--- src/hw/rtl/assert_macros.svh ---
// Assertion helpers shared by the RTL files; each expects clk and rst_n in scope.
`ifndef ASSERT_MACROS_SVH
`define ASSERT_MACROS_SVH

// Property holds at every clock edge outside reset.
`define BXAVG_ASSERT(lbl, prop, msg) \
    lbl: assert property (@(posedge clk) disable iff (!rst_n) (prop)) \
        else $error(msg);

// Consequent holds in the cycle after the antecedent.
`define BXAVG_ASSERT_NEXT(lbl, ante, cons, msg) \
    lbl: assert property (@(posedge clk) disable iff (!rst_n) (ante) |=> (cons)) \
        else $error(msg);

`endif

--- src/hw/rtl/bxavg_fifo.sv ---
`timescale 1ns / 1ps
`include "assert_macros.svh"

module bxavg_fifo #(
    parameter int WIDTH = 8,
    parameter int DEPTH = 2
) (
    input  logic             clk,
    input  logic             rst_n,
    input  logic             push,
    input  logic [WIDTH-1:0] push_data,
    output logic             full,
    input  logic             pop,
    output logic [WIDTH-1:0] pop_data,
    output logic             empty
);

    localparam int PW   = (DEPTH > 1) ? $clog2(DEPTH) : 1;
    localparam int CNTW = $clog2(DEPTH + 1);

    logic [WIDTH-1:0] entry_reg [DEPTH];
    logic [PW-1:0]    wr_ptr_reg;
    logic [PW-1:0]    rd_ptr_reg;
    logic [CNTW-1:0]  count_reg;

    assign full     = (count_reg == CNTW'(DEPTH));
    assign empty    = (count_reg == '0);
    assign pop_data = entry_reg[rd_ptr_reg];

    always_ff @(posedge clk or negedge rst_n)
    begin
        if (!rst_n)
        begin
            wr_ptr_reg <= '0;
            rd_ptr_reg <= '0;
            count_reg  <= '0;
        end
        else
        begin
            if (push)
            begin
                wr_ptr_reg <= (wr_ptr_reg == PW'(DEPTH - 1)) ? '0 : wr_ptr_reg + PW'(1);
            end
            if (pop)
            begin
                rd_ptr_reg <= (rd_ptr_reg == PW'(DEPTH - 1)) ? '0 : rd_ptr_reg + PW'(1);
            end
            unique case ({push, pop})
                2'b10:   count_reg <= count_reg + CNTW'(1);
                2'b01:   count_reg <= count_reg - CNTW'(1);
                default: count_reg <= count_reg;
            endcase
        end
    end

    always_ff @(posedge clk)
    begin
        if (push)
        begin
            entry_reg[wr_ptr_reg] <= push_data;
        end
    end

    `BXAVG_ASSERT(a_no_push_full, push |-> count_reg != CNTW'(DEPTH), "push into full queue")
    `BXAVG_ASSERT(a_no_pop_empty, pop |-> count_reg != '0, "pop from empty queue")

endmodule

--- config.mk ---
export PLATFORM = sky130hd
export DESIGN_NAME = bxavg_fifo
export DESIGN_NICKNAME = d
export VERILOG_FILES = /design/src/hw/rtl/bxavg_fifo.sv
export VERILOG_INCLUDE_DIRS = /design/src /design/src/hw/rtl
export SDC_FILE = /design/constraint.sdc
export NUM_CORES = 1
export LEC_CHECK = 0
export BUFFER_PORTS_ARGS = -buffer_cell sky130_fd_sc_hd__buf_2
export CORE_MARGIN = 1.5
export CORE_UTILIZATION = 40
export DETAILED_ROUTE_END_ITERATION = 10
export PLACE_DENSITY = 0.68
export SLEW_MARGIN = 40
export SYNTH_ARGS = -nofsm -noshare
export SYNTH_HDL_FRONTEND = slang
export SYNTH_SLANG_ARGS = --single-unit
--- constraint.sdc ---
create_clock -name clk -period 1.4 [get_ports clk]
set_clock_uncertainty 0.05 [all_clocks]
set_input_delay 0.21 -clock clk [delete_from_list [all_inputs] [get_ports clk]]
set_output_delay 0.21 -clock clk [all_outputs]
set_load 0.005 [all_outputs]
# Word level (Yosys, flattened, before mapping)
# Memory sizes are Yosys's and may differ from the RTL's.
# Cells that the tools add are included.
word_totals:
  register_bits: 4
  ram_bits: 16
  in_bits: 12
  out_inout_bits: 10
  wordCells: 18
  memories: 1
op_classes:
  addsub: 4
  eq_ne: 3
  n_mux: 5
  reduce_logical: 2
mem_list:
  columns: ["memory", "depth", "width", "read_ports", "rd_clocked_by_memory_dff", "write_ports", "line_no", "text"]
  rows:
  - ["entry_reg", 2, 8, 1, 0, 1, "bxavg_fifo.sv:21", "logic [WIDTH-1:0] entry_reg [DEPTH];"]
ops:
  columns: ["cell", "count"]
  rows:
  - ["2-bit == test (second input constant)", 2]
  - ["1-bit 2-to-1 mux", 4]
  - ["2-bit one-hot mux with 2 select lines", 1]
  - ["1-bit adder (second input constant)", 2]
  - ["2-bit by 1-bit adder with 2-bit output (second input constant)", 1]
  - ["2-bit by 1-bit == test with 1-bit output (second input constant)", 1]
  - ["2-bit logical NOT", 1]
  - ["2-bit nonzero test", 1]
  - ["2-bit by 1-bit subtractor with 2-bit output (second input constant)", 1]

# Logic depth before layout (Yosys ltp)
depth:
  word_depth: 2
  depth_mapped: 5
  ltp_nobuf: 5

# Least setup slack after synthesis
# Ideal clock, no wire load.
synth_timing:
  path_type: "reg2reg"
  start: "register wr_ptr_reg"
  end: "memory entry_reg[0][0], enable pin"
  setup_ns: 0.370
  t_arrival_ns: 0.768
  required_time_ns: 0.980
  path_slack_ns: 0.212
  path_stages_with_launch: 2
  n_path_buf: 0
  period_less_slack_ns: 1.188
  cell_sequence: "dfrtp_1 nor2_1"
synth_lines:
  columns: ["element", "line_no", "text"]
  rows:
  - ["start: declaration", "bxavg_fifo.sv:22", "logic [PW-1:0] wr_ptr_reg;"]
  - ["start signal: assignment", "bxavg_fifo.sv:42", "wr_ptr_reg <= (wr_ptr_reg == PW'(DEPTH - 1)) ? '0 : wr_ptr_reg + PW'(1);"]
  - ["end: declaration", "bxavg_fifo.sv:21", null]
# No word-level cell before the write port.

# Worst setup path after layout
layout_timing:
  start: "register rd_ptr_reg"
  end: "output pop_data[7]"
layout_between:
  elab_chain_cells: 1
layout_rtl:
  columns: ["element", "line_no", "text"]
  rows:
  - ["start: declaration", "bxavg_fifo.sv:23", "logic [PW-1:0] rd_ptr_reg;"]
  - ["start signal: assignment", "bxavg_fifo.sv:46", "rd_ptr_reg <= (rd_ptr_reg == PW'(DEPTH - 1)) ? '0 : rd_ptr_reg + PW'(1);"]
  - ["memory 2 x 8 bit", null, null]
  - ["end: declaration", "bxavg_fifo.sv:14", "output logic [WIDTH-1:0] pop_data,"]
# Every way passes these cells.

==> impl_metrics.env <==
export IMPL_status="finished with violations"
export IMPL_violations="negative setup slack"
export IMPL_place_congestion=0.622
export IMPL_grt_use_total_pct=11.7
export IMPL_worstPathMaxFanout=5
export IMPL_post_route_util_pct=55.7
export IMPL_cp_endpoint="pop_data[7]"
export IMPL_final_setup_viol_count=8
export IMPL_worstHoldPathType="input port to register"
export IMPL_synth_avg_cell_area_um2=18.6
export IMPL_hpwl_um=770
export IMPL_powerDensity_nw_per_um2=1780
export IMPL_synth_simple_area_share_pct=3.45
export IMPL_grt_pass1_wl_um=1710
export IMPL_drt_initial_drc_count=14
export IMPL_worstPathRequired_ns=1.14
export IMPL_die_area_um2=2180
export IMPL_vdd_drop_max_mv=0.885
export IMPL_synth_seq_cells=20
export IMPL_multi_input_area_um2=173
export IMPL_drive_above_1_share_pct=55.6
export IMPL_initial_utilization_pct=43.2
export IMPL_place_inst=88
export IMPL_instances_no_fill=97
export IMPL_p_leak_nw=0.407
export IMPL_rr_endpoint="entry_reg[1][1]"
export IMPL_reg2reg_slack_ns=0.26
export IMPL_antenna_found_initial=0
export IMPL_postRouteAntennaNets=0
export IMPL_drv_slew=0
export IMPL_syn_inst=41
export IMPL_n_fill_cell=171
export IMPL_wl_per_cell_um=11.4
export IMPL_internal_power_mw=1.29
export IMPL_syn_area_um2=762
export IMPL_cts_made_buffers=3
export IMPL_drc=0
export IMPL_end_kind="primary output"
export IMPL_die_x_um=46.6
export IMPL_ys_warn_count=0
export IMPL_arrival_ns=1.25
export IMPL_fmax_mhz=662
export IMPL_vias=426
export IMPL_drv_cap=0
export IMPL_synth_compound_area_share_pct=0
export IMPL_clk_pin_slew_worst_paths_ns=0.10
export IMPL_seqPwrFrac_pct=50.5
export IMPL_clk_latency_ns=0.28
export IMPL_rsz0062_at_grt="true"
export IMPL_min_period_over_period_pct=108
export IMPL_tritoncts="yes"
export IMPL_p_total_mw=1.75
export IMPL_setup_worst_path_class="register to primary output"
export IMPL_reg2reg_depth=1
export IMPL_core_rowCount=15
export IMPL_synthAdderAreaFrac_pct=1.64
export IMPL_seqCellArea_um2=582
export IMPL_synthXorXnorAreaFrac_pct=5.75
export IMPL_clock_sinks=20
export IMPL_r2r_start="wr_ptr_reg"
export IMPL_overflow=0
export IMPL_clockBufferDepth=2
export IMPL_area_growth_pct=29.1
export IMPL_p_comb_share_pct=34.7
export IMPL_antennaDiodeCount=0
export IMPL_htree_num_levels=1
export IMPL_worst_pin_slew_ns=0.386
export IMPL_numPortBuffers=21
export IMPL_p_switching_uw=466
export IMPL_relSlewSlack_pct=74.3
export IMPL_cp_start_kind="register"
export IMPL_fin_nets=86
export IMPL_worst_slack_ns=-0.111
export IMPL_p_clk_share_pct=14.8
export IMPL_largest_register_ffs=16
export IMPL_period_needed_ns=1.51
export IMPL_hold_violations=0
export IMPL_synth_nets=54
export IMPL_grt_max_degree=12
export IMPL_synth_top_family_by_area="multiplexers"
export IMPL_dr_pass1_iters=2
export IMPL_p_sw_share_pct=26.6
export IMPL_vias_per_cell=4.39
export IMPL_io_pins=22
export IMPL_die_h_um=46.6
export IMPL_ys_seq_area_share_pct=76.2
export IMPL_startpoint="rd_ptr_reg"
export IMPL_drt_total_wl_um=1100
export IMPL_grt_pass1_vias=414
export IMPL_clockRootBuffer="clkbuf_4"
export IMPL_synthMuxAreaShare_pct=11.8
export IMPL_hold_worst_slack_ns=0.0541
export IMPL_ys_types=11
export IMPL_core_um2=1760
power by group through the flow:
| stage | Clock (mW) | Combinational [mW] | Sequential [mW] |
|---|---|---|---|
| after detailed placement | 0 | 0.459 | 0.938 |
| after floorplan | 0 | 0.324 | 0.870 |
| after CTS | 0.274 | 0.602 | 0.887 |
| final | 0.259 | 0.609 | 0.886 |
| after global routing | 0.297 | 0.671 | 0.903 |
| after global placement | 0 | 0.456 | 0.929 |
per-stage QoR:
step	TNS (ns)	cell area, µm²	setup slack [ns]
5_1_grt	-1.16	983	-0.156
6_report	-0.822	983	-0.111
3_3_place_gp	0	908	0.0760
3_5_place_dp	0	908	0.0768
4_1_cts	-0.863	976	-0.115
2_1_floorplan	0	762	0.212
kinds of logic (layout without fill, tap and decap cells):
logic type,count (synthesis),in the layout
and+or+nand+nor,5,5
DFF,20,20
xor gates and xnor gates,5,5
muxes,8,8
buffers and inverters,2,33
adders and majority gates,1,1
synth_stat cells:
cell / count / area share, %
xor2_1: 3 / 3.4
ha_1: 1 / 1.6
inv_1: 1 / 0.49
xnor2_1: 2 / 2.3
edfxtp_1: 16 / 63
buf_2: 1 / 0.66
mux2_2: 8 / 12
and2_1: 1 / 0.82
nor2_1: 3 / 1.5
and2b_2: 1 / 1.1
dfrtp_1: 4 / 13
final cells by class:
class | instances | share of cell area [%]
clock buffer | 3 | 2.29
multi-input combinational | 19 | 17.6
timing repair buffer | 28 | 17.0
clock inverter | 1 | 0.382
inverter | 1 | 0.382
sequential | 20 | 59.2
tap | 25 | 3.18
cells in the final DEF, fill, tap and decap left out, types with 2 or more instances in the layout:
cell,count
xnor2_1,2
mux2_2,8
buf_4,4
dfrtp_1,3
buf_2,21
edfxtp_1,16
nor2_1,3
xor2_1,3
buf_6,2
clkbuf_4,3
worst max-delay path, stage by stage (launching register included):
cell,delay [ns]
dfrtp_2,0.39
buf_6,0.12
mux2_2,0.33
buf_2,0.12
what timing repair did:
| item | 4_1_cts | 5_1_grt |
|---|---|---|
| buffers inserted | 3 | 1 |
| hold endpoints to repair | 4 | 0 |
| gates resized for setup | 4 | 0 |
| hold buffers | 1 | 0 |
| setup endpoints to repair | 8 | 8 |
worst min-delay path by stage:
stage	endpoint	start	depth (start not counted)	slack (ns)
floorplan	count_reg[0]	rst_n	0	-0.14
CTS	entry_reg[1][7]	push_data[7]	1	0.05
global placement	count_reg[1]	rst_n	1	-0.03
detailed placement	count_reg[1]	rst_n	1	-0.03
global route	entry_reg[0][3]	push_data[3]	1	0.04
finish	entry_reg[1][7]	push_data[7]	1	0.05
routing by layer:
layer,global-route usage (%),wire (µm),vias up
met3,2.75,65,0
met5,0,0,-
met4,6.67,0,0
met2,20.3,597,11
li1,-,-,209
met1,13.1,441,206
Power figures use the tool's default switching activity.
