--- config.mk ---
export PLATFORM = sky130hd
export DESIGN_NAME = bxavg_ram
export DESIGN_NICKNAME = d
export VERILOG_FILES = /design/src/hw/rtl/assert_macros.svh /design/src/hw/rtl/bxavg_ram.sv
export SDC_FILE = /design/constraint.sdc
export NUM_CORES = 1
export LEC_CHECK = 0
export BUFFER_PORTS_ARGS = -buffer_cell sky130_fd_sc_hd__buf_2
export CORE_MARGIN = 2
export CORE_UTILIZATION = 30
export CTS_BUF_LIST = sky130_fd_sc_hd__clkbuf_16
export CTS_CLUSTER_DIAMETER = 120
export DETAILED_ROUTE_END_ITERATION = 7
export MAX_ROUTING_LAYER = met4
export PLACE_DENSITY = 0.46
export SETUP_SLACK_MARGIN = 0.15
export SYNTH_ARGS = -nofsm -noshare
export SYNTH_HDL_FRONTEND = slang
export SYNTH_SLANG_ARGS = --single-unit
--- constraint.sdc ---
create_clock -name clk -period 2.6 [get_ports clk]
set_input_delay 0.13 -clock clk [delete_from_list [all_inputs] [get_ports clk]]
set_output_delay 0.13 -clock clk [all_outputs]
set_load 0.05 [all_outputs]
--- src/hw/rtl/assert_macros.svh ---
// Assertion helpers shared by the RTL files; each expects clk and rst_n in scope.
`ifndef ASSERT_MACROS_SVH
`define ASSERT_MACROS_SVH

// Property holds at every clock edge outside reset.
`define BXAVG_ASSERT(lbl, prop, msg) \
    lbl: assert property (@(posedge clk) disable iff (!rst_n) (prop)) \
        else $error(msg);

// Consequent holds in the cycle after the antecedent.
`define BXAVG_ASSERT_NEXT(lbl, ante, cons, msg) \
    lbl: assert property (@(posedge clk) disable iff (!rst_n) (ante) |=> (cons)) \
        else $error(msg);

`endif

--- src/hw/rtl/bxavg_ram.sv ---
`timescale 1ns / 1ps

module bxavg_ram #(
    parameter int WIDTH = 8,
    parameter int DEPTH = 2
) (
    input  logic                                       clk,
    input  logic                                       we,
    input  logic [((DEPTH > 1) ? $clog2(DEPTH) : 1)-1:0] waddr,
    input  logic [WIDTH-1:0]                           wdata,
    input  logic                                       re,
    input  logic [((DEPTH > 1) ? $clog2(DEPTH) : 1)-1:0] raddr,
    output logic [WIDTH-1:0]                           rdata
);

    logic [WIDTH-1:0] mem_reg [DEPTH];
    logic [WIDTH-1:0] rdata_reg;

    always_ff @(posedge clk)
    begin
        if (we)
        begin
            mem_reg[waddr] <= wdata;
        end
        if (re)
        begin
            rdata_reg <= mem_reg[raddr];
        end
    end

    assign rdata = rdata_reg;

endmodule

After elaboration in Yosys (flattened, before gate mapping)
Memory sizes are Yosys's and may differ from the RTL's. A register that Yosys moved wholly into a read port is not among the register bits.
Cells that the tools add are included.
Word-level totals
  memories: 1
  flip-flop bits (word level): 0
  output and inout port bits: 8
  RAM bits: 16
  logic and storage cells: 3
  bits of input ports: 13
Memories
  mem_reg: depth 2, bits a word 8, rd ports 1, clocked after memory_dff 1, write ports 1, RTL line bxavg_ram.sv:16  | logic [WIDTH-1:0] mem_reg [DEPTH];
Operators by class
  muxes and demuxes: 2
Operators by type and width (count)
  $mux W1: 2

Longest topological paths before layout
Gate-level depths: netlist of run 1.
  depth in word-level cells: 2
  mapped depth: 2
  depth with buffers taken out: 1

Worst setup path after synthesis of run 1
No wires, ideal clock.
  path kind: input-to-reg
  start: input we
  end: memory mem_reg[0][0], enable pin
  library setup time: 0.373 ns
  required time: 2.227 ns
  setup slack: 1.677 ns
  arrival time: 0.550 ns
  cell stages on the path: 1
  buffers on the path: 0
  path through: nor2b_1
Between the ends
  longest elaborated chain between the ends: 2
RTL lines
  start, declared: RTL line bxavg_ram.sv:8  | input logic we,
  $mux W1: RTL line bxavg_ram.sv:21  | if (we)
  $mux W1 (implied by the code): RTL line bxavg_ram.sv:23  | mem_reg[waddr] <= wdata;
  end, declared: RTL line bxavg_ram.sv:16
No other way between the ends.

Worst setup path in the final report of run 1
  start: register rdata_reg[5], in the netlist rdata[5], read port of mem_reg
  end: output rdata[5]
RTL lines
  start, declared: RTL line bxavg_ram.sv:17  | logic [WIDTH-1:0] rdata_reg;
  end, declared: RTL line bxavg_ram.sv:13  | output logic [WIDTH-1:0] rdata
No word-level cell between the ends.

==> flow_summary.toml, run 1 <==
[outcome]
outcome = "complete, no violations"

[logic_synthesis]
syn_inst = 35
yosys_register_bits = 24
ys_async_sr_fraction_pct = 0
synth.top_cells.by_area = "edfxtp_1 83%, mux2_4 14%, buf_6 1.3%, and2_1 0.72%, nor2b_1 0.72%"
synth_area_leader_cell = "edfxtp_1"
synth_enable_flop_cells = 24
yosysSeqAreaShare_pct = 83.4
synth_ff_type = "edfxtp_1"
yosysWarnings = 0
synth.most_common_cell = "edfxtp_1"
synth_common_cells = "24 x edfxtp_1, 8 x mux2_4, 1 x and2_1, 1 x buf_6, 1 x nor2b_1"
netlist.area_leader.share_pct = 83.4
postSynthAreaPerCell_um2 = 24.7
synth_area_um2 = 865
syn_nets = 48
synth_cell_type_count = 5

[timing]
setup_ws_ns = 1.65
tightest_slew_ns = 0.671
finalHoldViolCount = 0
clock.fmax_ghz = 1.05
rsz0062_at_grt = "false"
maxSlewHeadroom_pct = 55.2
period_needed_ns = 0.953
slew_viol_final = 0
hold_slack_ns = 0.0620
setup_viol = 0
setup-tns-final_ns = 0
period_share_pct = 36.7
skew_ns = 0.00343

[pwr]
vdd_drop_max_mv = 0.585
cellPowerDensity_mw_per_mm2 = 879
p_leak_nw = 0.429
power_uw = 965

[drt]
first_pass_iters = 2
first_iter_violations = 5
vias = 368
drc = 0
ant_nets = 0
wl_um = 1010
viasPerCell = 4.13
post_drt_wl_per_cell_um = 11.3

[setup_path]
critPathLaunch = "rdata[5]"
cpMaxStageDelayCell = "edfxtp_1"
timing.rr.end = "rdata[0]"
worstSetupEndpointType = "primary output"
cp-start-kind = "flip-flop"
worst_r2r_path_depth = 1
crit_buf_inv = 1
r2r_slack_ns = 1.69
cp.arrival_ns = 0.82
reg2reg_from = "mem_reg[0][0]"
cpLargestDelayFamily = "flip-flops"
cp_data_required_time_ns = 2.47
worstSetupPathDepth = 1
critical-path-max-stage-delay_ns = 0.36
path_class = "reg -> out"
crit_chain = "buf_2"
path_max_fanout = 1
endpoint = "rdata[5]"

[clock_tree]
post_cts_resized = 0
cts-hold-fix-buffers = 0
cts_setup_buffers = 0
cts_sinks = 24
cts_buffer_depth = 2
clock_latency_ns = 0.25
cts.htree.levels = 1
clkTransAtPathRegs_ns = 0.06
cts_buffers = 3
cts_root_buf = "clkbuf_16"
cts_tree = "built"

[grt]
grt_use_total_pct = 7.09
grt_pass1_vias = 352
antenna_found_initial = 0
gr-total-overflow = 0
grt_pass1_wl_um = 1570
grt_max_degree = 15

[floorplan]
ioPinCount = 21
rows = 19
start_util_pct = 31.4
die_area_mm2 = 0.00333
fp.dieW_um = 57.7
die_h_um = 57.7
core_mm2 = 0.00276

[finish]
area_growth_pct = 26.9
diodes = 0
drive_gt1_share_pct = 55.2
nFillCells = 247
largest_reg_flops = 16
nets = 72

[hold_path]
hold_depth = 1
hp-class = "in -> reg"

[place]
place_hpwl_um = 786
place.gp.congestion = 0.638
dp_slack_ns = 1.42
io_buffers = 20

[run]
cap_violations = 0
==> through the flow <==
stage          cells  utilization, %  area, µm²
2_1_floorplan     35               -        865
4_1_cts           89            39.8       1100
5_1_grt           89            39.8       1100
3_3_place_gp      85            36.0        992
6_report          89            39.8       1100
3_5_place_dp      85            36.0        992
==> routing by layer <==
metal	vias up	share of wire, %	GRT usage, %
li1	186	-	-
met1	165	39	6.32
met2	17	51	11.5
met3	0	10	4.91
met4	0	0	2.99
met5	-	0	-
==> layout make-up <==
type / count / area (µm²) / share of cell area (%)
Sequential cell: 24 / 721 / 65.7
Tap cell: 31 / 38.8 / 3.53
Timing Repair Buffer: 20 / 100 / 9.12
Clock inverter: 1 / 30.0 / 2.74
Multi-Input combinational cell: 10 / 133 / 12.1
Clock buffer: 3 / 75.1 / 6.84
==> cell families (layout without fill, tap and decap cells) <==
kind of cell           Yosys count  in the layout  share of synthesized area, %
buffers and inverters            1             24                          1.30
DFF                             24             24                          83.4
muxes                            8              8                          13.9
and+or+nand+nor                  2              2                          1.45
==> layout by cell type (no fill, tap or decap) <==
cell type  count
edfxtp_1      24
and2_1         1
bufinv_16      1
clkbuf_16      3
nor2b_1        1
buf_2         20
mux2_4         8
==> worst min-delay path by stage <==
stage | to | startpoint | slack [ns]
2_1_floorplan | mem_reg[0][0] | wdata[0] | 0.23
3_3_place_gp | mem_reg[1][6] | wdata[6] | 0.32
3_5_place_dp | mem_reg[1][6] | wdata[6] | 0.32
4_1_cts | mem_reg[0][6] | wdata[6] | 0.06
5_1_grt | mem_reg[1][6] | wdata[6] | 0.06
6_report | mem_reg[0][6] | wdata[6] | 0.06
==> report_power, final <==
| group | internal, mW | switching, mW |
|---|---|---|
| sequential | 0.457 | 0.00600 |
| combinational | 0.0295 | 0.0513 |
| clock | 0.305 | 0.115 |
| total | 0.792 | 0.172 |
Power figures use the tool's default switching activity.
==> inputs of run 2 (changes only) <==
--- a/config.mk
+++ b/config.mk
@@ -12,7 +12,7 @@
 export CTS_CLUSTER_DIAMETER = 120
 export DETAILED_ROUTE_END_ITERATION = 7
 export MAX_ROUTING_LAYER = met4
-export PLACE_DENSITY = 0.46
+export PLACE_DENSITY = 0.48
 export SETUP_SLACK_MARGIN = 0.15
 export SYNTH_ARGS = -nofsm -noshare
 export SYNTH_HDL_FRONTEND = slang
==> constraint.sdc (replaced) <==
create_clock -name clk -period 0.8 [get_ports clk]
set_input_delay 0.04 -clock clk [delete_from_list [all_inputs] [get_ports clk]]
set_output_delay 0.04 -clock clk [all_outputs]
set_load 0.05 [all_outputs]
==> run 2 against run 1 <==
Against the previous run: the flow now finishes with violations (negative hold slack, negative setup slack); flip-flop and latch count unchanged; global-route usage shrank 0.056 points; die area unchanged; via count grew 0.54%; sequential share of layout area down 2.7 points; count of clock-buffer cells in the layout unchanged; critical path depth is the same; first-iteration DRC count unchanged; setup slack got worse by 1.7 ns; power grew to 2.9 times the previous value; utilization grew 1.7 points; critical path type is now reg -> reg; largest power group unchanged.
==> flow_summary.toml, run 2 (synthesis results as in run 1) <==
[grt]
antenna_found_initial = 0
grt_pass1_wl_um = 1750
grt_max_degree = 13
grt_pass1_vias = 402
grt_use_total_pct = 7.03
gr-total-overflow = 0

[finish]
nets = 73
finalCoreUtilization_pct = 41.5
final_cell_mix = "24 x edfxtp_1, 12 x buf_2, 8 x mux2_4, 8 x buf_6, 3 x clkbuf_16"
drive_gt1_share_pct = 56.9
multiInputGateArea_um2 = 140
regArea_um2 = 721
area_growth_pct = 32.4
diodes = 0
final_common_cell = "edfxtp_1"
final_cells = 89
nFillCells = 241
largest_reg_flops = 16
final_cell_area_mm2 = 0.00114

[setup_path]
cp_data_required_time_ns = 0.80
crit_buf_inv = 0
cp-start-kind = "flip-flop"
worst_r2r_path_depth = 1
path_max_fanout = 1
critical-path-max-stage-delay_ns = 0.37
worstSetupPathDepth = 1
cpLargestDelayFamily = "flip-flops"
r2r_slack_ns = -0.09
path_class = "reg -> reg"
cpMaxStageDelayCell = "edfxtp_1"
cp.arrival_ns = 0.89
worstSetupEndpointType = "flip-flop"
crit_chain = "mux2_4"

[floorplan]
fp.dieW_um = 57.7
rows = 19
core_mm2 = 0.00276
die_h_um = 57.7
start_util_pct = 31.4
die_area_mm2 = 0.00333
ioPinCount = 21

[drt]
drc = 0
ant_nets = 0
viasPerCell = 4.16
first_iter_violations = 5
wl_um = 1040
first_pass_iters = 3
post_drt_wl_per_cell_um = 11.7
vias = 370

[timing]
clock.fmax_ghz = 1.12
hold_slack_ns = -0.0232
rsz0062_at_grt = "true"
setup_ws_ns = -0.0930
setup_viol = 16
finalHoldViolCount = 16
period_needed_ns = 0.893
tightest_slew_ns = 0.242
slew_viol_final = 0
maxSlewHeadroom_pct = 83.9
period_share_pct = 112
skew_ns = 0.00142

[clock_tree]
cts_sinks = 24
cts.htree.levels = 1
cts_buffer_depth = 2
cts_tree = "built"
clock_latency_ns = 0.24
clkTransAtPathRegs_ns = 0.06
cts_buffers = 3
cts_root_buf = "clkbuf_16"

[outcome]
outcome = "complete, but fails checks"
violations = "negative hold slack, negative setup slack"

[place]
placed_cell_area_mm2 = 0.00102
dp_slack_ns = -0.104
dp_cells = 86
place.gp.congestion = 0.617
io_buffers = 20

[pwr]
p_leak_nw = 0.445
vdd_drop_max_mv = 1.27
cellPowerDensity_mw_per_mm2 = 2490

[hold_path]
hp-class = "in -> reg"
hold_depth = 1

[run]
cap_violations = 0
-- run 2: cell types whose count changed in the layout (fill, tap and decap cells not counted), sizes merged --
cell    delta
bufinv     -1
buf        +1
-- run 2: layout make-up --
type                    instances  share of cell area [%]
flip-flops and latches         24                    63.0
repair buffers                 21                    14.9
multi-input cells              10                    12.2
clock buffers                   3                    6.56
well taps                      31                    3.39
-- run 2: repair_timing --
| action | CTS | global route |
|---|---|---|
| endpoints found under the setup margin | 16 | 16 |
| cloned | 0 | 0 |
| gates resized for setup | 16 | 0 |
| hold endpoints to repair | 16 | 14 |
| setup buffers | 0 | 0 |
-- run 2: stage by stage --
stage	setup TNS [ns]	power [mW]
3_5_place_dp	-0.590	1.82
4_1_cts	-0.897	2.88
2_1_floorplan	-0.403	1.73
6_report	-0.802	2.85
3_3_place_gp	-0.607	1.81
5_1_grt	-1.16	2.94
-- run 2: report_power, final --
part	total [mW]	leakage (nW)	internal [mW]	switching, mW
Combinational	0.313	0.180	0.143	0.169
Sequential	1.51	0.228	1.49	0.0261
Clock	1.02	0.0370	0.659	0.361
-- run 2: final timing paths --
path,start,end
setup / recovery,mem_reg[0][7],rdata[7]
hold reg to reg,mem_reg[1][6],rdata[6]
hold / removal,wdata[0],mem_reg[1][0]
setup reg to reg,mem_reg[0][7],rdata[7]
-- run 2: per-layer routing --
metal	up-vias	part of all wire [%]	wire length [µm]	track usage [%]
li1	183	-	-	-
met1	170	47	492	8.80
met2	17	44	454	11.0
met3	0	8.7	90	2.90
met4	0	0	0	0.997
met5	-	0	0	-
==> inputs of run 3 (changes only) <==
--- a/config.mk
+++ b/config.mk
@@ -13,7 +13,9 @@
 export DETAILED_ROUTE_END_ITERATION = 7
 export MAX_ROUTING_LAYER = met4
 export PLACE_DENSITY = 0.48
+export RECOVER_POWER = 100
 export SETUP_SLACK_MARGIN = 0.15
+export SLEW_MARGIN = 20
 export SYNTH_ARGS = -nofsm -noshare
 export SYNTH_HDL_FRONTEND = slang
 export SYNTH_SLANG_ARGS = --single-unit
==> run 3 against run 2 <==
Against the previous run: the run still ends with negative hold slack, negative setup slack left; largest power group unchanged; final cell count stayed put; power fell by 0.49%; maximum frequency about the same; sequential power barely moved; utilization shrank 0.68 points; clock power is essentially flat; setup slack is essentially flat; critical endpoint unchanged; worst hold slack about the same; die area stayed put; final area shrank 1.6%.
==> flow_summary.toml, run 3 (synthesis results as in run 1) <==
[outcome]
outcome = "complete, but fails checks"
violations = "negative hold slack, negative setup slack"

[drt]
drc = 0
vias = 371
viasPerCell = 4.17
first_iter_violations = 5
ant_nets = 0
post_drt_wl_per_cell_um = 11.8
wl_um = 1050
first_pass_iters = 2

[floorplan]
start_util_pct = 31.4
die_area_mm2 = 0.00333
ioPinCount = 21
rows = 19
fp.dieW_um = 57.7
die_h_um = 57.7
core_mm2 = 0.00276

[setup_path]
crit_chain = "mux2_4"
cpMaxStageDelayCell = "edfxtp_1"
crit_buf_inv = 0
path_class = "reg -> reg"
path_max_fanout = 1
worstSetupEndpointType = "flip-flop"
cpLargestDelayFamily = "flip-flops"
cp-start-kind = "flip-flop"
critical-path-max-stage-delay_ns = 0.37
cp_data_required_time_ns = 0.80
cp.arrival_ns = 0.89

[finish]
regArea_um2 = 721
area_growth_pct = 30.2
largest_reg_flops = 16
final_cell_mix = "24 x edfxtp_1, 8 x mux2_4, 8 x buf_6"
nFillCells = 241
drive_gt1_share_pct = 46.6
nets = 73
final_cell_area_mm2 = 0.00113
diodes = 0
multiInputGateArea_um2 = 135
final_common_cell = "edfxtp_1"

[clock_tree]
cts_buffers = 3
cts_buffer_depth = 2
cts_setup_buffers = 0
cts_sinks = 24
cts_root_buf = "clkbuf_16"
cts.htree.levels = 1
clock_latency_ns = 0.24
cts_tree = "built"
clkTransAtPathRegs_ns = 0.06

[pwr]
p_switching_uw = 554
pwr-share-seq_pct = 53.5
clkPwrFrac_pct = 36.0
vdd_drop_max_mv = 1.27
cellPowerDensity_mw_per_mm2 = 2510
switching_share_pct = 19.6
p_leak_nw = 0.436
power_frac_comb_pct = 10.6
power.internal_mw = 2.28

[timing]
clock.fmax_ghz = 1.12
maxSlewHeadroom_pct = 73.0
tightest_slew_ns = 0.404
rsz0062_at_grt = "true"
period_needed_ns = 0.893
finalHoldViolCount = 10
slew_viol_final = 0
skew_ns = 0.00142
setup_ws_ns = -0.0933
hold_slack_ns = -0.0228
period_share_pct = 112
setup_viol = 16

[grt]
grt_pass1_vias = 402
antenna_found_initial = 0
grt_pass1_wl_um = 1750
gr-total-overflow = 0
grt_max_degree = 13
grt_use_total_pct = 7.03

[run]
cap_violations = 0

[place]
place.gp.congestion = 0.617
placed_cell_area_mm2 = 0.00102
io_buffers = 20

[hold_path]
hp-class = "in -> reg"
-- run 3: metrics by stage --
stage | total power, mW | setup slack [ns] | setup TNS [ns] | cells | utilization (%)
floorplan | 1.73 | -0.0504 | -0.403 | 35 | -
global placement | 1.81 | -0.0893 | -0.607 | 86 | 37.0
detailed placement | 1.82 | -0.104 | -0.590 | 86 | 37.0
CTS | 2.88 | -0.110 | -0.897 | 89 | 41.5
global route | 2.93 | -0.112 | -1.16 | 89 | 40.8
finish | 2.83 | -0.0933 | -0.803 | 89 | 40.8
-- run 3: cell type report --
cell class	instances	share of cell area [%]
sequential	24	64.0
timing repair buffer	21	13.9
multi-input combinational	10	12.0
clock buffer	3	6.67
tap	31	3.44
-- run 3: power by group through the flow --
stage          combinational (mW)  sequential (mW)  clock (mW)
2_1_floorplan              0.0889             1.64           0
5_1_grt                     0.316             1.52        1.09
4_1_cts                     0.318             1.52        1.04
6_report                    0.299             1.51        1.02
3_5_place_dp                0.284             1.53           0
3_3_place_gp                0.280             1.53           0
-- run 3: worst paths after layout --
check                  endpoint  cells after the start  slack (ns)     startpoint
hold / removal    mem_reg[1][0]                      1       -0.02       wdata[0]
setup reg to reg       rdata[7]                      1       -0.09  mem_reg[0][7]
hold reg to reg        rdata[6]                      1        0.54  mem_reg[1][6]
setup / recovery       rdata[7]                      1       -0.09  mem_reg[0][7]
-- run 3: metal layers --
metal	routed length, µm	track usage [%]
met4	0	0.997
met1	505	8.80
met5	0	-
met3	93	2.90
met2	450	11.0
-- run 3: repair_timing --
action,CTS,global route
gates cloned,0,0
setup endpoints to repair,16,16
resized for setup,16,0
endpoints found under the hold margin,16,14
