==> config.mk <==
export PLATFORM = sky130hd
export DESIGN_NAME = bxavg_back_flat
export DESIGN_NICKNAME = d
export VERILOG_FILES = /design/src/hw/rtl/bxavg_pkg.sv /design/src/hw/rtl/bxavg_if.sv /design/src/hw/rtl/bxavg_back.sv /design/src/flat_wrapper.sv
export VERILOG_INCLUDE_DIRS = /design/src /design/src/hw/rtl
export SDC_FILE = /design/constraint.sdc
export NUM_CORES = 1
export LEC_CHECK = 0
export ABC_AREA = 1
export BUFFER_PORTS_ARGS = -buffer_cell sky130_fd_sc_hd__buf_2
export CAP_MARGIN = 15
export CORE_MARGIN = 2
export CORE_UTILIZATION = 54
export CTS_CLUSTER_SIZE = 20
export DETAILED_ROUTE_END_ITERATION = 10
export HOLD_SLACK_MARGIN = 0.03
export PLACE_DENSITY = 0.86
export SYNTH_ARGS = -nofsm -noshare
export SYNTH_HDL_FRONTEND = slang
export SYNTH_SLANG_ARGS = --single-unit
==> constraint.sdc <==
create_clock -name clk -period 6.26 [get_ports clk]
set_clock_uncertainty 0.15 [all_clocks]
set_input_delay 0.626 -clock clk [delete_from_list [all_inputs] [get_ports clk]]
set_output_delay 0.626 -clock clk [all_outputs]
set_load 0.02 [all_outputs]
==> src/hw/rtl/assert_macros.svh <==
// Assertion helpers shared by the RTL files; each expects clk and rst_n in scope.
`ifndef ASSERT_MACROS_SVH
`define ASSERT_MACROS_SVH

// Property holds at every clock edge outside reset.
`define BXAVG_ASSERT(lbl, prop, msg) \
    lbl: assert property (@(posedge clk) disable iff (!rst_n) (prop)) \
        else $error(msg);

// Consequent holds in the cycle after the antecedent.
`define BXAVG_ASSERT_NEXT(lbl, ante, cons, msg) \
    lbl: assert property (@(posedge clk) disable iff (!rst_n) (ante) |=> (cons)) \
        else $error(msg);

`endif

==> src/hw/rtl/bxavg_pkg.sv <==
`timescale 1ns / 1ps

package bxavg_pkg;

    localparam int COMP_W       = 8;
    localparam int PIX_MAX      = 255;
    localparam int LANES        = 3;
    localparam int ACTION_W     = 2;

    localparam int BW_FIELD_W   = 7;
    localparam int BH_FIELD_W   = 7;
    localparam int COLS_FIELD_W = 10;
    localparam int ROWS_FIELD_W = 11;
    localparam int CFG_DATA_W   = 11;
    localparam int CFG_INDEX_W  = 2;

    localparam int ROW_LIMIT    = 1024;
    localparam int ROWS_W       = $clog2(ROW_LIMIT + 1);
    localparam int ROW_IDX_W    = $clog2(ROW_LIMIT);

    typedef logic [COMP_W-1:0] comp_t;

    typedef enum logic [CFG_INDEX_W-1:0] {
        REG_BLOCK_WIDTH,
        REG_BLOCK_HEIGHT,
        REG_BLOCK_COLS,
        REG_BLOCK_ROWS
    } cfg_reg_t;

    typedef enum logic [ACTION_W-1:0] {
        ACT_SAME  = ACTION_W'(0),
        ACT_SET   = ACTION_W'(1),
        ACT_RESET = ACTION_W'(2)
    } action_t;

    typedef struct packed {
        logic row_start;
        logic last_col;
        logic last_row;
    } job_flags_t;

endpackage

==> src/hw/rtl/bxavg_if.sv <==


interface bxavg_res_if;
    import bxavg_pkg::*;

    logic                valid;
    logic                ready;
    comp_t               avg_red;
    comp_t               avg_green;
    comp_t               avg_blue;
    logic [ACTION_W-1:0] colour_action;
    logic                row_end;
    logic                row_end_reset;
    logic                frame_end;

    modport source (output valid, output avg_red, output avg_green, output avg_blue,
                    output colour_action, output row_end, output row_end_reset,
                    output frame_end, input ready);
    modport sink (input valid, input avg_red, input avg_green, input avg_blue,
                  input colour_action, input row_end, input row_end_reset,
                  input frame_end, output ready);
endinterface


==> src/hw/rtl/bxavg_back.sv <==
`timescale 1ns / 1ps
`include "assert_macros.svh"

module bxavg_back #(
    parameter int MAX_BLOCK_W = 64,
    parameter int MAX_BLOCK_H = 64
) (
    input  logic clk,
    input  logic rst_n,
    input  logic q_empty,
    input  logic [3*$clog2(MAX_BLOCK_W*MAX_BLOCK_H*bxavg_pkg::PIX_MAX + 1)
                  + $clog2(MAX_BLOCK_W*MAX_BLOCK_H + 1)
                  + $bits(bxavg_pkg::job_flags_t)-1:0] q_data,
    output logic q_pop,
    bxavg_res_if.source res
);

    import bxavg_pkg::*;

    localparam int SUMW  = $clog2(MAX_BLOCK_W * MAX_BLOCK_H * PIX_MAX + 1);
    localparam int DIVW  = $clog2(MAX_BLOCK_W * MAX_BLOCK_H + 1);
    localparam int FLW   = $bits(job_flags_t);
    localparam int JOB_W = LANES * SUMW + DIVW + FLW;
    localparam int SW    = $clog2(SUMW);
    localparam int CLRW  = LANES * COMP_W;

    typedef enum logic [1:0] {
        S_IDLE,
        S_DIV,
        S_EMIT
    } state_t;

    state_t           state_reg;
    logic [SW-1:0]    step_reg;
    logic             out_valid_reg;
    logic [CLRW-1:0]  last_colour_reg;

    logic [DIVW-1:0]  div_reg;
    job_flags_t       flags_reg;
    logic [DIVW-1:0]  rem_reg [LANES];
    logic [SUMW-1:0]  dq_reg [LANES];
    comp_t            avg_reg [LANES];
    action_t          action_reg;
    logic             row_end_reg;
    logic             row_end_reset_reg;
    logic             frame_end_reg;

    logic [LANES*SUMW-1:0] q_sums;
    logic [DIVW:0]    trial [LANES];
    logic             ge [LANES];
    logic [DIVW-1:0]  rem_step [LANES];
    logic [SUMW-1:0]  dq_step [LANES];
    logic             out_free;
    logic             emit;
    logic [CLRW-1:0]  colour;
    logic [CLRW-1:0]  base_colour;
    logic [CLRW-1:0]  colour_next;
    action_t          action;

    assign q_sums   = q_data[JOB_W-1 -: LANES*SUMW];
    assign q_pop    = (state_reg == S_IDLE) && !q_empty;
    assign out_free = !out_valid_reg || res.ready;
    assign emit     = (state_reg == S_EMIT) && out_free;

    always_comb
    begin
        for (int k = 0; k < LANES; k++)
        begin
            trial[k]    = {rem_reg[k], dq_reg[k][SUMW-1]};
            ge[k]       = trial[k] >= {1'b0, div_reg};
            rem_step[k] = ge[k] ? DIVW'(trial[k] - {1'b0, div_reg}) : trial[k][DIVW-1:0];
            dq_step[k]  = {dq_reg[k][SUMW-2:0], ge[k]};
        end
    end

    always_comb
    begin
        colour      = {dq_reg[0][COMP_W-1:0], dq_reg[1][COMP_W-1:0], dq_reg[2][COMP_W-1:0]};
        base_colour = flags_reg.row_start ? '0 : last_colour_reg;
        action      = ACT_SAME;
        colour_next = base_colour;
        if (colour != base_colour)
        begin
            action      = (colour == '0) ? ACT_RESET : ACT_SET;
            colour_next = colour;
        end
    end

    always_ff @(posedge clk or negedge rst_n)
    begin
        if (!rst_n)
        begin
            state_reg       <= S_IDLE;
            step_reg        <= '0;
            out_valid_reg   <= 1'b0;
            last_colour_reg <= '0;
        end
        else
        begin
            if (emit)
            begin
                out_valid_reg   <= 1'b1;
                last_colour_reg <= colour_next;
            end
            else if (res.ready)
            begin
                out_valid_reg <= 1'b0;
            end

            unique case (state_reg)
                S_IDLE:
                begin
                    step_reg <= '0;
                    if (q_pop)
                    begin
                        state_reg <= S_DIV;
                    end
                end
                S_DIV:
                begin
                    step_reg <= step_reg + SW'(1);
                    if (step_reg == SW'(SUMW - 1))
                    begin
                        state_reg <= S_EMIT;
                    end
                end
                S_EMIT:
                begin
                    if (out_free)
                    begin
                        state_reg <= S_IDLE;
                    end
                end
                default:
                begin
                    state_reg <= S_IDLE;
                end
            endcase
        end
    end

    always_ff @(posedge clk)
    begin
        if (q_pop)
        begin
            div_reg   <= q_data[FLW +: DIVW];
            flags_reg <= job_flags_t'(q_data[FLW-1:0]);
            for (int k = 0; k < LANES; k++)
            begin
                rem_reg[k] <= '0;
                dq_reg[k]  <= q_sums[k*SUMW +: SUMW];
            end
        end
        else if (state_reg == S_DIV)
        begin
            for (int k = 0; k < LANES; k++)
            begin
                rem_reg[k] <= rem_step[k];
                dq_reg[k]  <= dq_step[k];
            end
        end

        if (emit)
        begin
            for (int k = 0; k < LANES; k++)
            begin
                avg_reg[k] <= dq_reg[k][COMP_W-1:0];
            end
            action_reg        <= action;
            row_end_reg       <= flags_reg.last_col;
            row_end_reset_reg <= flags_reg.last_col && (colour_next != '0);
            frame_end_reg     <= flags_reg.last_col && flags_reg.last_row;
        end
    end

    assign res.valid         = out_valid_reg;
    assign res.avg_red       = avg_reg[0];
    assign res.avg_green     = avg_reg[1];
    assign res.avg_blue      = avg_reg[2];
    assign res.colour_action = action_reg;
    assign res.row_end       = row_end_reg;
    assign res.row_end_reset = row_end_reset_reg;
    assign res.frame_end     = frame_end_reg;

    `BXAVG_ASSERT(a_div_nonzero, state_reg == S_DIV |-> div_reg != '0, "zero divisor in divider")
    `BXAVG_ASSERT(a_row_closed_black, res.valid && res.row_end && !res.row_end_reset |->
        last_colour_reg == '0, "row closed without reset on non-black colour")

endmodule

==> src/flat_wrapper.sv <==
// flat-port wrapper written by rule: the top's interface ports become plain ports
module bxavg_back_flat import bxavg_pkg::*;
#(
    parameter int MAX_BLOCK_W = 64,
    parameter int MAX_BLOCK_H = 64
)
  (clk, rst_n, q_empty, q_data, q_pop, res_valid, res_avg_red, res_avg_green, res_avg_blue, res_colour_action, res_row_end, res_row_end_reset, res_frame_end, res_ready);
  bxavg_res_if res_i ();
  input  logic clk;
  input  logic rst_n;
  input  logic q_empty;
  input  logic [3*$clog2(MAX_BLOCK_W*MAX_BLOCK_H*bxavg_pkg::PIX_MAX + 1)
                  + $clog2(MAX_BLOCK_W*MAX_BLOCK_H + 1)
                  + $bits(bxavg_pkg::job_flags_t)-1:0] q_data;
  output logic q_pop;
  output wire logic [$bits(res_i.valid)-1:0] res_valid;
  output wire logic [$bits(res_i.avg_red)-1:0] res_avg_red;
  output wire logic [$bits(res_i.avg_green)-1:0] res_avg_green;
  output wire logic [$bits(res_i.avg_blue)-1:0] res_avg_blue;
  output wire logic [$bits(res_i.colour_action)-1:0] res_colour_action;
  output wire logic [$bits(res_i.row_end)-1:0] res_row_end;
  output wire logic [$bits(res_i.row_end_reset)-1:0] res_row_end_reset;
  output wire logic [$bits(res_i.frame_end)-1:0] res_frame_end;
  input wire logic [$bits(res_i.ready)-1:0] res_ready;
  assign res_valid = res_i.valid;
  assign res_avg_red = res_i.avg_red;
  assign res_avg_green = res_i.avg_green;
  assign res_avg_blue = res_i.avg_blue;
  assign res_colour_action = res_i.colour_action;
  assign res_row_end = res_i.row_end;
  assign res_row_end_reset = res_i.row_end_reset;
  assign res_frame_end = res_i.frame_end;
  assign res_i.ready = res_ready;
  bxavg_back #(.MAX_BLOCK_W(MAX_BLOCK_W), .MAX_BLOCK_H(MAX_BLOCK_H)) u_core (.clk(clk), .rst_n(rst_n), .q_empty(q_empty), .q_data(q_data), .q_pop(q_pop), .res(res_i));
endmodule
# Word level (Yosys, flattened, before mapping)
# Memory sizes are Yosys's and may differ from the RTL's.
# Index checks and enable logic that the tools add are counted.
[op_classes]
n_reduce_logical = 13
n_lt_le_gt_ge = 3
mux = 26
bitwise = 6
addsub = 4
n_eq_ne = 7
[ops]
columns = ["op", "count"]
rows = [
  ["$mux 13", 6],
  ["$mux 20", 3],
  ["$mux 24", 2],
  ["$ge 14x13->1", 3],
  ["$sub 13x13->13", 3],
  ["$logic_not 24->1", 1],
  ["$ne 24x24->1", 1],
  ["$reduce_bool 24->1", 1],
  ["$pmux 5 s2", 1],
  ["$mux 1", 9],
  ["$mux 2", 4],
  ["$or 1x1->1", 6],
  ["$pmux 2 s3", 1],
  ["$add 5x1->5 const B", 1],
  ["$eq 5x5->1 const B", 1],
  ["$logic_and 1x1->1", 4],
  ["$ne 2x1->1 const B", 2],
  ["$reduce_bool 2->1", 2],
  ["$reduce_and 3->1", 1],
  ["$eq 2x1->1 const B", 1],
  ["$eq 2x2->1 const B", 1],
  ["$logic_not 1->1", 2],
  ["$logic_not 2->1", 1],
  ["$ne 2x2->1 const B", 1],
  ["$logic_or 1x1->1", 1],
]
[totals]
in_bits = 80
out_inout_bits = 31
wordCells = 74
memories = 3
register_bits = 53
mem_bits_rw = 123
[memory_table]
columns = ["memory", "depth", "width", "rd", "rd_clocked_by_memory_dff", "wr", "line", "rtl"]
rows = [
  ["u_core.dq_reg", 3, 20, 3, 0, 3, "bxavg_back.sv:41", "logic [SUMW-1:0] dq_reg [LANES];"],
  ["u_core.rem_reg", 3, 13, 3, 0, 3, "bxavg_back.sv:40", "logic [DIVW-1:0] rem_reg [LANES];"],
  ["u_core.avg_reg", 3, 8, 3, 0, 3, "bxavg_back.sv:42", "comp_t avg_reg [LANES];"],
]

# Logic depth before layout (Yosys ltp)
# Gate-level depths: netlist of run 1.
[logic_depth]
depth_word = 5
ltp_mapped = 12

# Worst setup path before layout of run 1
# No wires, ideal clock.
[synth_path]
kind = "input to register"
start = "in q_empty"
end = "mem u_core.dq_reg[0][0] (netlist name) (enable)"
cell_stages = 1
path_buffers = 0
slack_ps = 95
t_arrival_ps = 5426
cell_sequence = "a21oi_1"
[synth_rtl]
columns = ["element", "line", "rtl"]
rows = [
  ["from (decl)", "flat_wrapper.sv:11", "input logic q_empty;"],
  ["to (decl)", "bxavg_back.sv:41", ""],
]

==> impl_results.md, run 1 <==
* Yosys cell types at 30
* Ys async rst share at 0.182
* Relative slew slack at 0.457
* Routability cong. at about 0.95
* Die ar. at around 19000 um2
* Hold Crit Class: in -> async
* Nets at around 1400
* Power Total at approximately 6.1 mW
* Max reg flops at 60
* Yosys warns at 0
* Highest Clock Rate at 387 MHz
* Port Buf Inserts at 110
* Arr. time, crit path at roughly 2.6 ns
* Synthesized area at about 10000 um2
* Synth Instances at about 1200
* Share of cells above drive strength 1 at 0.136
* Via/cell ratio at ~5.3
* Largest net degree at the start of global routing at 90
* PD cells at around 540 nW/um2
* Die height at about 140 um
* Vias in the first global route at slightly below 8000
* Final wirelength at between 20 and 25 mm
* Final hold vios at 0
* End-of-flow core utilization at 0.627
* Clk pin slew, worst setup/hold paths at approximately 0.07 ns
* CTS tree: yes
* Final Setup Violations at 0
* Req. time, crit path at roughly 6.3 ns
* Vias at roughly 8000
* Worst IR Drop VDD at around 0.27 mV
* Post-CTS sizing at 0
* Max Root-Sink Buffers at 2
* Critical path launch point type: register
* TNS Setup at 0 ns
* Critical Path End Type: register
* Row cnt at between 40 and 50
* Status: complete, no violations
* Final Max Tran Viols at 0
* Initial antenna violation count at 4
* Num CTS Buffers at 17
* Placed insts at between 1500 and 2000
* Syn Area/Cell at roughly 8.3 um2
* Routed WL per cell at roughly 15 um
* IO Pins at between 100 and 150
* Post-DP HPWL at 15.6 mm
* Residual DRC at 0
* Syn nets at between 1000 and 1500
* # hold bufs at CTS at 0
* First-pass GRT wire length at around 37 mm
* Placement Setup Slack at 3.72 ns
* Final ANT Viol Nets at 0
* Part of the Yosys area used for sequential elements at 0.518
* # Max-Cap Violations at 0
* Total track usage at 0.239
* Share of the synthesized area in the top cell type at 0.437
* Synth area leader: edfxtp_1
* Root buf cell: clkbuf_16
* Fin crit share at 0.413
* Fin crit period at 2.59 ns
* Largest fanout on the critical path at 25
* RSZ-0062 raised after global routing: no
* DRT Pass-1 Iters at 6
* Total setup buffers inserted after CTS at 0
* Grt total ovfl at 0
* H-tree depth at 4
* Clock sinks at ~180
* Die X at approximately 140 um
* Leak at 5.52 nW
* Syn-to-layout area delta at 13.7%
* Starting Density at 0.551
* Post-Layout Cell Count at around 1500
* Number of synthesized flops with an enable pin at 144
* Core ar. at between 15000 and 20000 um2
* Worst setup path category: reg -> reg
* Synth Register Bits at roughly 180
* Setup ws final at about 3.7 ns
* First-iteration detailed-routing DRC count at about 750
* Clock latency at the later pin of the worst-skew pair at about 0.43 ns
* Synth Flop Type: edfxtp_1
* Worst Tran Pin Value at a little over 0.8 ns
* Ranking of synthesized cells by area: edfxtp_1 (44%), nand2_1 (16%), dfrtp_1 (8.1%)
==> final timing paths <==
| check | depth (start not counted) | startpoint | slack [ns] | end |
|---|---|---|---|---|
| hold / removal | 1 | rst_n | 0.09 | u_core.last_colour_reg[21] |
| hold reg to reg | 0 | u_core.dq_reg[0][41] | 0.30 | u_core.avg_reg[0][17] |
| setup reg to reg | 10 | u_core.div_reg[3] | 3.67 | u_core.rem_reg[0][33] |
| max in group asynchronous | 1 | rst_n | 5.40 | u_core.step_reg[2] |
| setup / recovery | 10 | u_core.div_reg[3] | 3.67 | u_core.rem_reg[0][33] |
| min in group clk | 1 | q_data[0] | 0.21 | u_core.flags_reg[0] |
==> cells by family (layout without fill, tap and decap cells) <==
| family | count (synthesis) | count (layout) | synth area share |
|---|---|---|---|
| other | 0 | 4 | 0 |
| AOI/OAI and AO/OA | 95 | 95 | 0.0516 |
| buffers and inverters | 194 | 313 | 0.0804 |
| DFF | 176 | 176 | 0.518 |
| adders and majority gates | 43 | 43 | 0.0566 |
| xor gates and xnor gates | 39 | 39 | 0.0345 |
| and+or+nand+nor | 639 | 639 | 0.259 |
==> metal layers <==
layer / vias up / global-route usage / part of all wire
met1: 3805 / 0.303 / 0.40
met2: 359 / 0.393 / 0.49
met3: 69 / 0.0533 / 0.073
met4: 0 / 0.106 / 0.036
met5: - / 0 / 0
li1: 3992 / - / -
==> critical path, stage by stage (launching register included) <==
cell      delay (ns)
edfxtp_1        0.37
inv_1           0.24
ha_1            0.34
nand2_1         0.10
inv_2           0.05
nand3_1         0.08
nand3_2         0.10
nand2_1         0.09
nand3_2         0.42
o21ai_1         0.32
nor2_1          0.07
==> synth_stat cells (11+ instances only) <==
cell,n
a21oi_1,16
clkbuf_1,12
dfrtp_1,32
edfxtp_1,144
ha_1,40
inv_1,150
inv_2,14
nand2_1,426
nand3_1,43
nand4_1,13
nor2_1,137
o21ai_0,57
xnor2_1,11
xor2_1,28
==> per-stage QoR <==
step / cell area, um2 / hold slack [ns]
floorplan: 9900 / 0.180
CTS: 11200 / 0.111
detailed placement: 10600 / 0.285
global placement: 10600 / 0.281
global route: 11300 / 0.160
finish: 11300 / 0.0944
==> where the power goes <==
part	switching, mW	internal, mW
registers	0.225	1.96
logic	1.86	0.954
clock network	0.450	0.631
total	2.53	3.54
==> final cells by class <==
class,count,area [um2]
clock buffer,20,437
tap,229,287
clock inverter,12,160
inverter,164,616
fill,1370,6710
multi-input combinational,816,4000
timing repair buffer,117,623
antenna,4,10.0
sequential,176,5120
==> placed cells by master (no fill, tap or decap), drive strengths merged, types with 20 or more instances in the layout <==
| cell type | count |
|---|---|
| nand2 | 430 |
| inv | 166 |
| edfxtp | 144 |
| nor2 | 137 |
| buf | 117 |
| o21ai | 67 |
| nand3 | 49 |
| ha | 40 |
| dfrtp | 32 |
| xor2 | 28 |
| clkbuf | 20 |
Power figures use the tool's default switching activity.
==> inputs of run 2 (changes only) <==
--- a/config.mk
+++ b/config.mk
@@ -10,11 +10,11 @@
 export BUFFER_PORTS_ARGS = -buffer_cell sky130_fd_sc_hd__buf_2
 export CAP_MARGIN = 15
 export CORE_MARGIN = 2
-export CORE_UTILIZATION = 54
+export CORE_UTILIZATION = 59
 export CTS_CLUSTER_SIZE = 20
 export DETAILED_ROUTE_END_ITERATION = 10
 export HOLD_SLACK_MARGIN = 0.03
-export PLACE_DENSITY = 0.86
+export PLACE_DENSITY = 0.89
 export SYNTH_ARGS = -nofsm -noshare
 export SYNTH_HDL_FRONTEND = slang
 export SYNTH_SLANG_ARGS = --single-unit
==> constraint.sdc (replaced) <==
create_clock -name clk -period 2.6 [get_ports clk]
set_clock_uncertainty 0.15 [all_clocks]
set_input_delay 0.26 -clock clk [delete_from_list [all_inputs] [get_ports clk]]
set_output_delay 0.26 -clock clk [all_outputs]
set_load 0.02 [all_outputs]
==> impl_results.md, run 2 (synthesis gave the netlist of run 1 again) <==
* Status: complete, no violations
* Final ANT Viol Nets at 0
* Final wirelength at approximately 28 mm
* Antenna cells at 0
* Vias at about 9000
* Worst setup path category: reg -> reg
* Fin crit share at 0.978
* Leak at 5.89 nW
* Via/cell ratio at 5.61
* Routed WL per cell at between 15 and 20 um
* Highest Clock Rate at approximately 400 MHz
* Worst Path Buf+Inv at 3
* Final Setup Violations at 0
* Syn-to-layout area delta at 22.5%
* Critical path launch point type: register
* # Max-Cap Violations at 0
* Starting Density at 0.601
* Die X at about 130 um
* Routability cong. at around 0.94
* Max reg flops at 60
* Critical Path End Type: register
* Layout fillers at 1056
* Hold Crit Class: in -> reg
* CTS tree: yes
* Root buf cell: clkbuf_16
* Vias in the first global route at ~9000
* CP top delay family: simple AND/OR/NAND/NOR gates
* Num CTS Buffers at 17
* Final Max Tran Viols at 0
* Core ar. at ~16000 um2
* Die ar. at between 15000 and 20000 um2
* Share of cells above drive strength 1 at 0.135
* Most common cell after layout, fill and taps aside: nand2_1
* Cell mode on critical path: nand2_1
* TNS Setup at 0 ns
* First-iteration detailed-routing DRC count at ~910
* Die height at roughly 130 um
* Clock latency at the later pin of the worst-skew pair at about 0.45 ns
* Post-DP HPWL at 16.1 mm
* First-pass GRT wire length at 45.2 mm
* PD cells at about 1300 nW/um2
* Worst Tran Pin Value at around 0.80 ns
* Commonest cells after routing, fill and taps aside: nand2_1 (426), inv_1 (149), edfxtp_1 (144)
* Fin Hold WS at roughly 0.19 ns
* Worst IR Drop VDD at about 0.74 mV
* Residual DRC at 0
* Max Root-Sink Buffers at 2
* Grt total ovfl at 0
* Row cnt at 47
* Initial antenna violation count at 0
* Final hold vios at 0
* CP max stage delay at roughly 0.39 ns
* Arr. time, crit path at approximately 2.7 ns
* IO Pins at roughly 110
* CP max-delay cell: edfxtp_1
* Total setup buffers inserted after CTS at 0
* Critical Path, Cell by Cell: inv_1, ha_1, nand2_1, inv_2, nand2_1, nand2_1, a21oi_2, nand3_4, buf_4, nand2_1, nand2_1, nor2_1
* Fin crit period at ~2.5 ns
* Clock sinks at roughly 180
* Largest net degree at the start of global routing at 75
* Clk pin slew, worst setup/hold paths at ~0.07 ns
* H-tree depth at 4
* Req. time, crit path at around 2.7 ns
* Relative slew slack at 0.466
* DRT Pass-1 Iters at 7
* Total track usage at 0.329
* Nets at around 1500
* Port Buf Inserts at 110
* Largest fanout on the critical path at 15
[run 2: worst paths after layout]
path	slack [ns]	end	from	cells after the start
setup / recovery	0.06	u_core.rem_reg[0][32]	u_core.div_reg[9]	12
hold / removal	0.19	u_core.dq_reg[0][8]	q_data[24]	3
setup reg to reg	0.06	u_core.rem_reg[0][32]	u_core.div_reg[9]	12
hold reg to reg	0.30	u_core.avg_reg[0][23]	u_core.dq_reg[0][47]	0
max in group asynchronous	1.53	u_core.step_reg[2]	rst_n	2
min in group asynchronous	0.28	u_core.last_colour_reg[8]	rst_n	2
[run 2: where the power goes]
part,switching [mW],internal (mW)
clock network,1.26,1.52
logic,4.85,2.49
registers,0.607,4.71
total,6.72,8.72
[run 2: through the flow]
stage | setup WS (ns) | total power, mW | utilization | instances | cell area, um2
final | 0.0562 | 15.4 | 0.737 | 1607 | 12100
after global routing | -0.00228 | 16.5 | 0.737 | 1607 | 12100
after global placement | 0.243 | 11.7 | 0.650 | 1497 | 10700
after detailed placement | 0.145 | 12.0 | 0.650 | 1497 | 10700
after floorplan | -0.0495 | 10.5 | - | 1186 | 9910
after CTS | 0.117 | 15.0 | 0.736 | 1607 | 12100
[run 2: tightest hold or removal path: cells and delay by family]
family	cells	cell delay, ns
compound gates	1	0.22
buf+inv	1	0.08
simple gates	1	0.05
[run 2: per-layer routing]
metal,wire [um],global-route usage
met2,14000,0.560
met3,2360,0.0689
met5,0,0
met4,1460,0.173
met1,10600,0.394
[run 2: cell type report]
class	instances	area [um2]	area share
inverters	164	616	0.0507
clock inverters	14	185	0.0153
well taps	220	275	0.0227
flip-flops and latches	176	5120	0.422
clock buffers	18	450	0.0371
multi-input cells	816	4020	0.331
repair buffers	199	1460	0.121
[run 2: repair_timing]
item | CTS | global route
setup endpoints to repair | 0 | 10
gates resized for setup | 0 | 2
hold buffers | 78 | 0
hold endpoints to repair | 109 | 0
==> inputs of run 3 (changes only) <==
--- a/config.mk
+++ b/config.mk
@@ -7,14 +7,14 @@
 export NUM_CORES = 1
 export LEC_CHECK = 0
 export ABC_AREA = 1
-export BUFFER_PORTS_ARGS = -buffer_cell sky130_fd_sc_hd__buf_2
 export CAP_MARGIN = 15
 export CORE_MARGIN = 2
-export CORE_UTILIZATION = 59
+export CORE_UTILIZATION = 60
 export CTS_CLUSTER_SIZE = 20
 export DETAILED_ROUTE_END_ITERATION = 10
+export DONT_BUFFER_PORTS = 1
 export HOLD_SLACK_MARGIN = 0.03
-export PLACE_DENSITY = 0.89
+export PLACE_DENSITY_LB_ADDON = 0.05
 export SYNTH_ARGS = -nofsm -noshare
 export SYNTH_HDL_FRONTEND = slang
 export SYNTH_SLANG_ARGS = --single-unit
==> impl_results.md, run 3 (synthesis gave the netlist of run 1 again) <==
* Grt total ovfl at 0
* Worst Setup SP: u_core.div_reg[0]
* Die ar. at between 15000 and 20000 um2
* Total track usage at 0.268
* Root buf cell: clkbuf_16
* End-of-flow core utilization at 0.726
* Clk pin slew, worst setup/hold paths at around 0.080 ns
* Fin crit share at 0.942
* TNS Setup at 0 ns
* Leak at approximately 5.5 nW
* Syn-to-layout area delta at 17.4%
* Critical Path End Type: register
* Clock latency at the later pin of the worst-skew pair at between 0.4 and 0.5 ns
* Status: complete, no violations
* Largest fanout on the critical path at 12
* Fin Hold WS at 0.111 ns
* H-tree depth at 4
* Vias at 7771
* Highest Clock Rate at roughly 400 MHz
* DRT Pass-1 Iters at 5
* Share of cells above drive strength 1 at 0.0654
* CTS tree: yes
* Worst IR Drop VDD at between 0.7 and 0.8 mV
* First-iteration detailed-routing DRC count at roughly 640
* Max reg flops at 60
* Critical path launch point type: register
* Layout fillers at 1213
* Core ar. at 16000 um2
* RR Startpoint: u_core.div_reg[0]
* Final wirelength at ~23 mm
* IO Pins at 111
* Row cnt at between 40 and 50
* Worst Tran Pin Value at 0.448 ns
* Die height at roughly 130 um
* Req. time, crit path at 2.64 ns
* Final Max Tran Viols at 0
* Vias in the first global route at roughly 7500
* Relative slew slack at 0.701
* First-pass GRT wire length at roughly 37 mm
* Routability cong. at 0.885
* Routed WL per cell at 15.1 um
* Port Buf Inserts at 0
* Most common cell after layout, fill and taps aside: nand2_1
* Final hold vios at 0
* Worst setup path category: reg -> reg
* Arr. time, crit path at around 2.5 ns
* Multi-input gate area at roughly 4000 um2
* Residual DRC at 0
* Post-DP HPWL at 15.1 mm
* RSZ-0062 raised after global routing: no
* Starting Density at 0.619
* # Max-Cap Violations at 0
* Num CTS Buffers at 17
* Commonest cells after routing, fill and taps aside: nand2_1 (426), inv_1 (149), edfxtp_1 (144)
* Final ANT Viol Nets at 0
* Fin crit period at about 2.4 ns
* PD cells at between 1000 and 1500 nW/um2
* Hold Crit Class: in -> async
* Max Root-Sink Buffers at 2
* Die X at 132 um
* Sequential cell area at a little over 5000 um2
* Clock sinks at between 150 and 200
* Initial antenna violation count at 1
* Final Setup Violations at 0
* Via/cell ratio at between 5 and 6
* Largest net degree at the start of global routing at 90
* Nets at 1395
run 3: path summary, 6_finish.rpt:
path | endpoint | slack, ns | cells past startpoint
worst max-delay path | u_core.rem_reg[0][2] | 0.15 | 11
worst min-delay path | u_core.last_colour_reg[11] | 0.11 | 2
worst max register to register | u_core.rem_reg[0][2] | 0.15 | 11
worst min register to register | u_core.avg_reg[0][23] | 0.31 | 0
max in group asynchronous | u_core.step_reg[1] | 2.00 | 2
min in group clk | u_core.div_reg[0] | 0.12 | 2
run 3: routing by layer:
layer | up-vias | share of wire | track usage
met1 | 3583 | 0.43 | 0.343
li1 | 3939 | - | -
met5 | - | 0 | 0
met4 | 0 | 0.022 | 0.0830
met2 | 214 | 0.50 | 0.459
met3 | 35 | 0.050 | 0.0575
run 3: area by class of cell:
type / instances / share of cell area
sequential: 176 / 0.441
antenna: 1 / 0.000215
clock inverter: 15 / 0.0163
tap: 216 / 0.0233
multi-input combinational: 816 / 0.345
inverter: 164 / 0.0530
timing repair buffer: 97 / 0.0850
clock buffer: 17 / 0.0366
run 3: what timing repair did:
action                                  CTS  global route
endpoints found under the hold margin   111             0
endpoints found under the setup margin    0             8
resized for setup                         0             1
buffers inserted                          0             4
hold buffers                             80             0
run 3: metrics by stage:
step	std cells	worst slack (ns)	area, um2	power, mW
6_report	1502	0.151	11600	14.8
3_5_place_dp	1385	0.0900	10200	11.9
4_1_cts	1497	0.0519	11600	14.7
2_1_floorplan	1186	-0.0495	9910	10.5
5_1_grt	1502	0.00161	11600	16.1
3_3_place_gp	1385	0.190	10200	11.8
run 3: critical path, cell delays in order (launching register included):
cell and delay (ns):
edfxtp_1 0.45, ha_1 0.24, fa_1 0.44, inv_1 0.10, nand3_1 0.10, nand3_2 0.10, nand2_1 0.07, nand3_2 0.18
buf_4 0.21, nand2_1 0.06, nand2_1 0.05, nor2_1 0.05
run 3: where the power goes:
group	leakage, nW	total, mW	switching (mW)	internal (mW)
sequential	1.90	5.25	0.545	4.70
combinational	3.30	6.91	4.41	2.51
clock	0.296	2.61	1.30	1.31
total	5.49	14.8	6.25	8.52
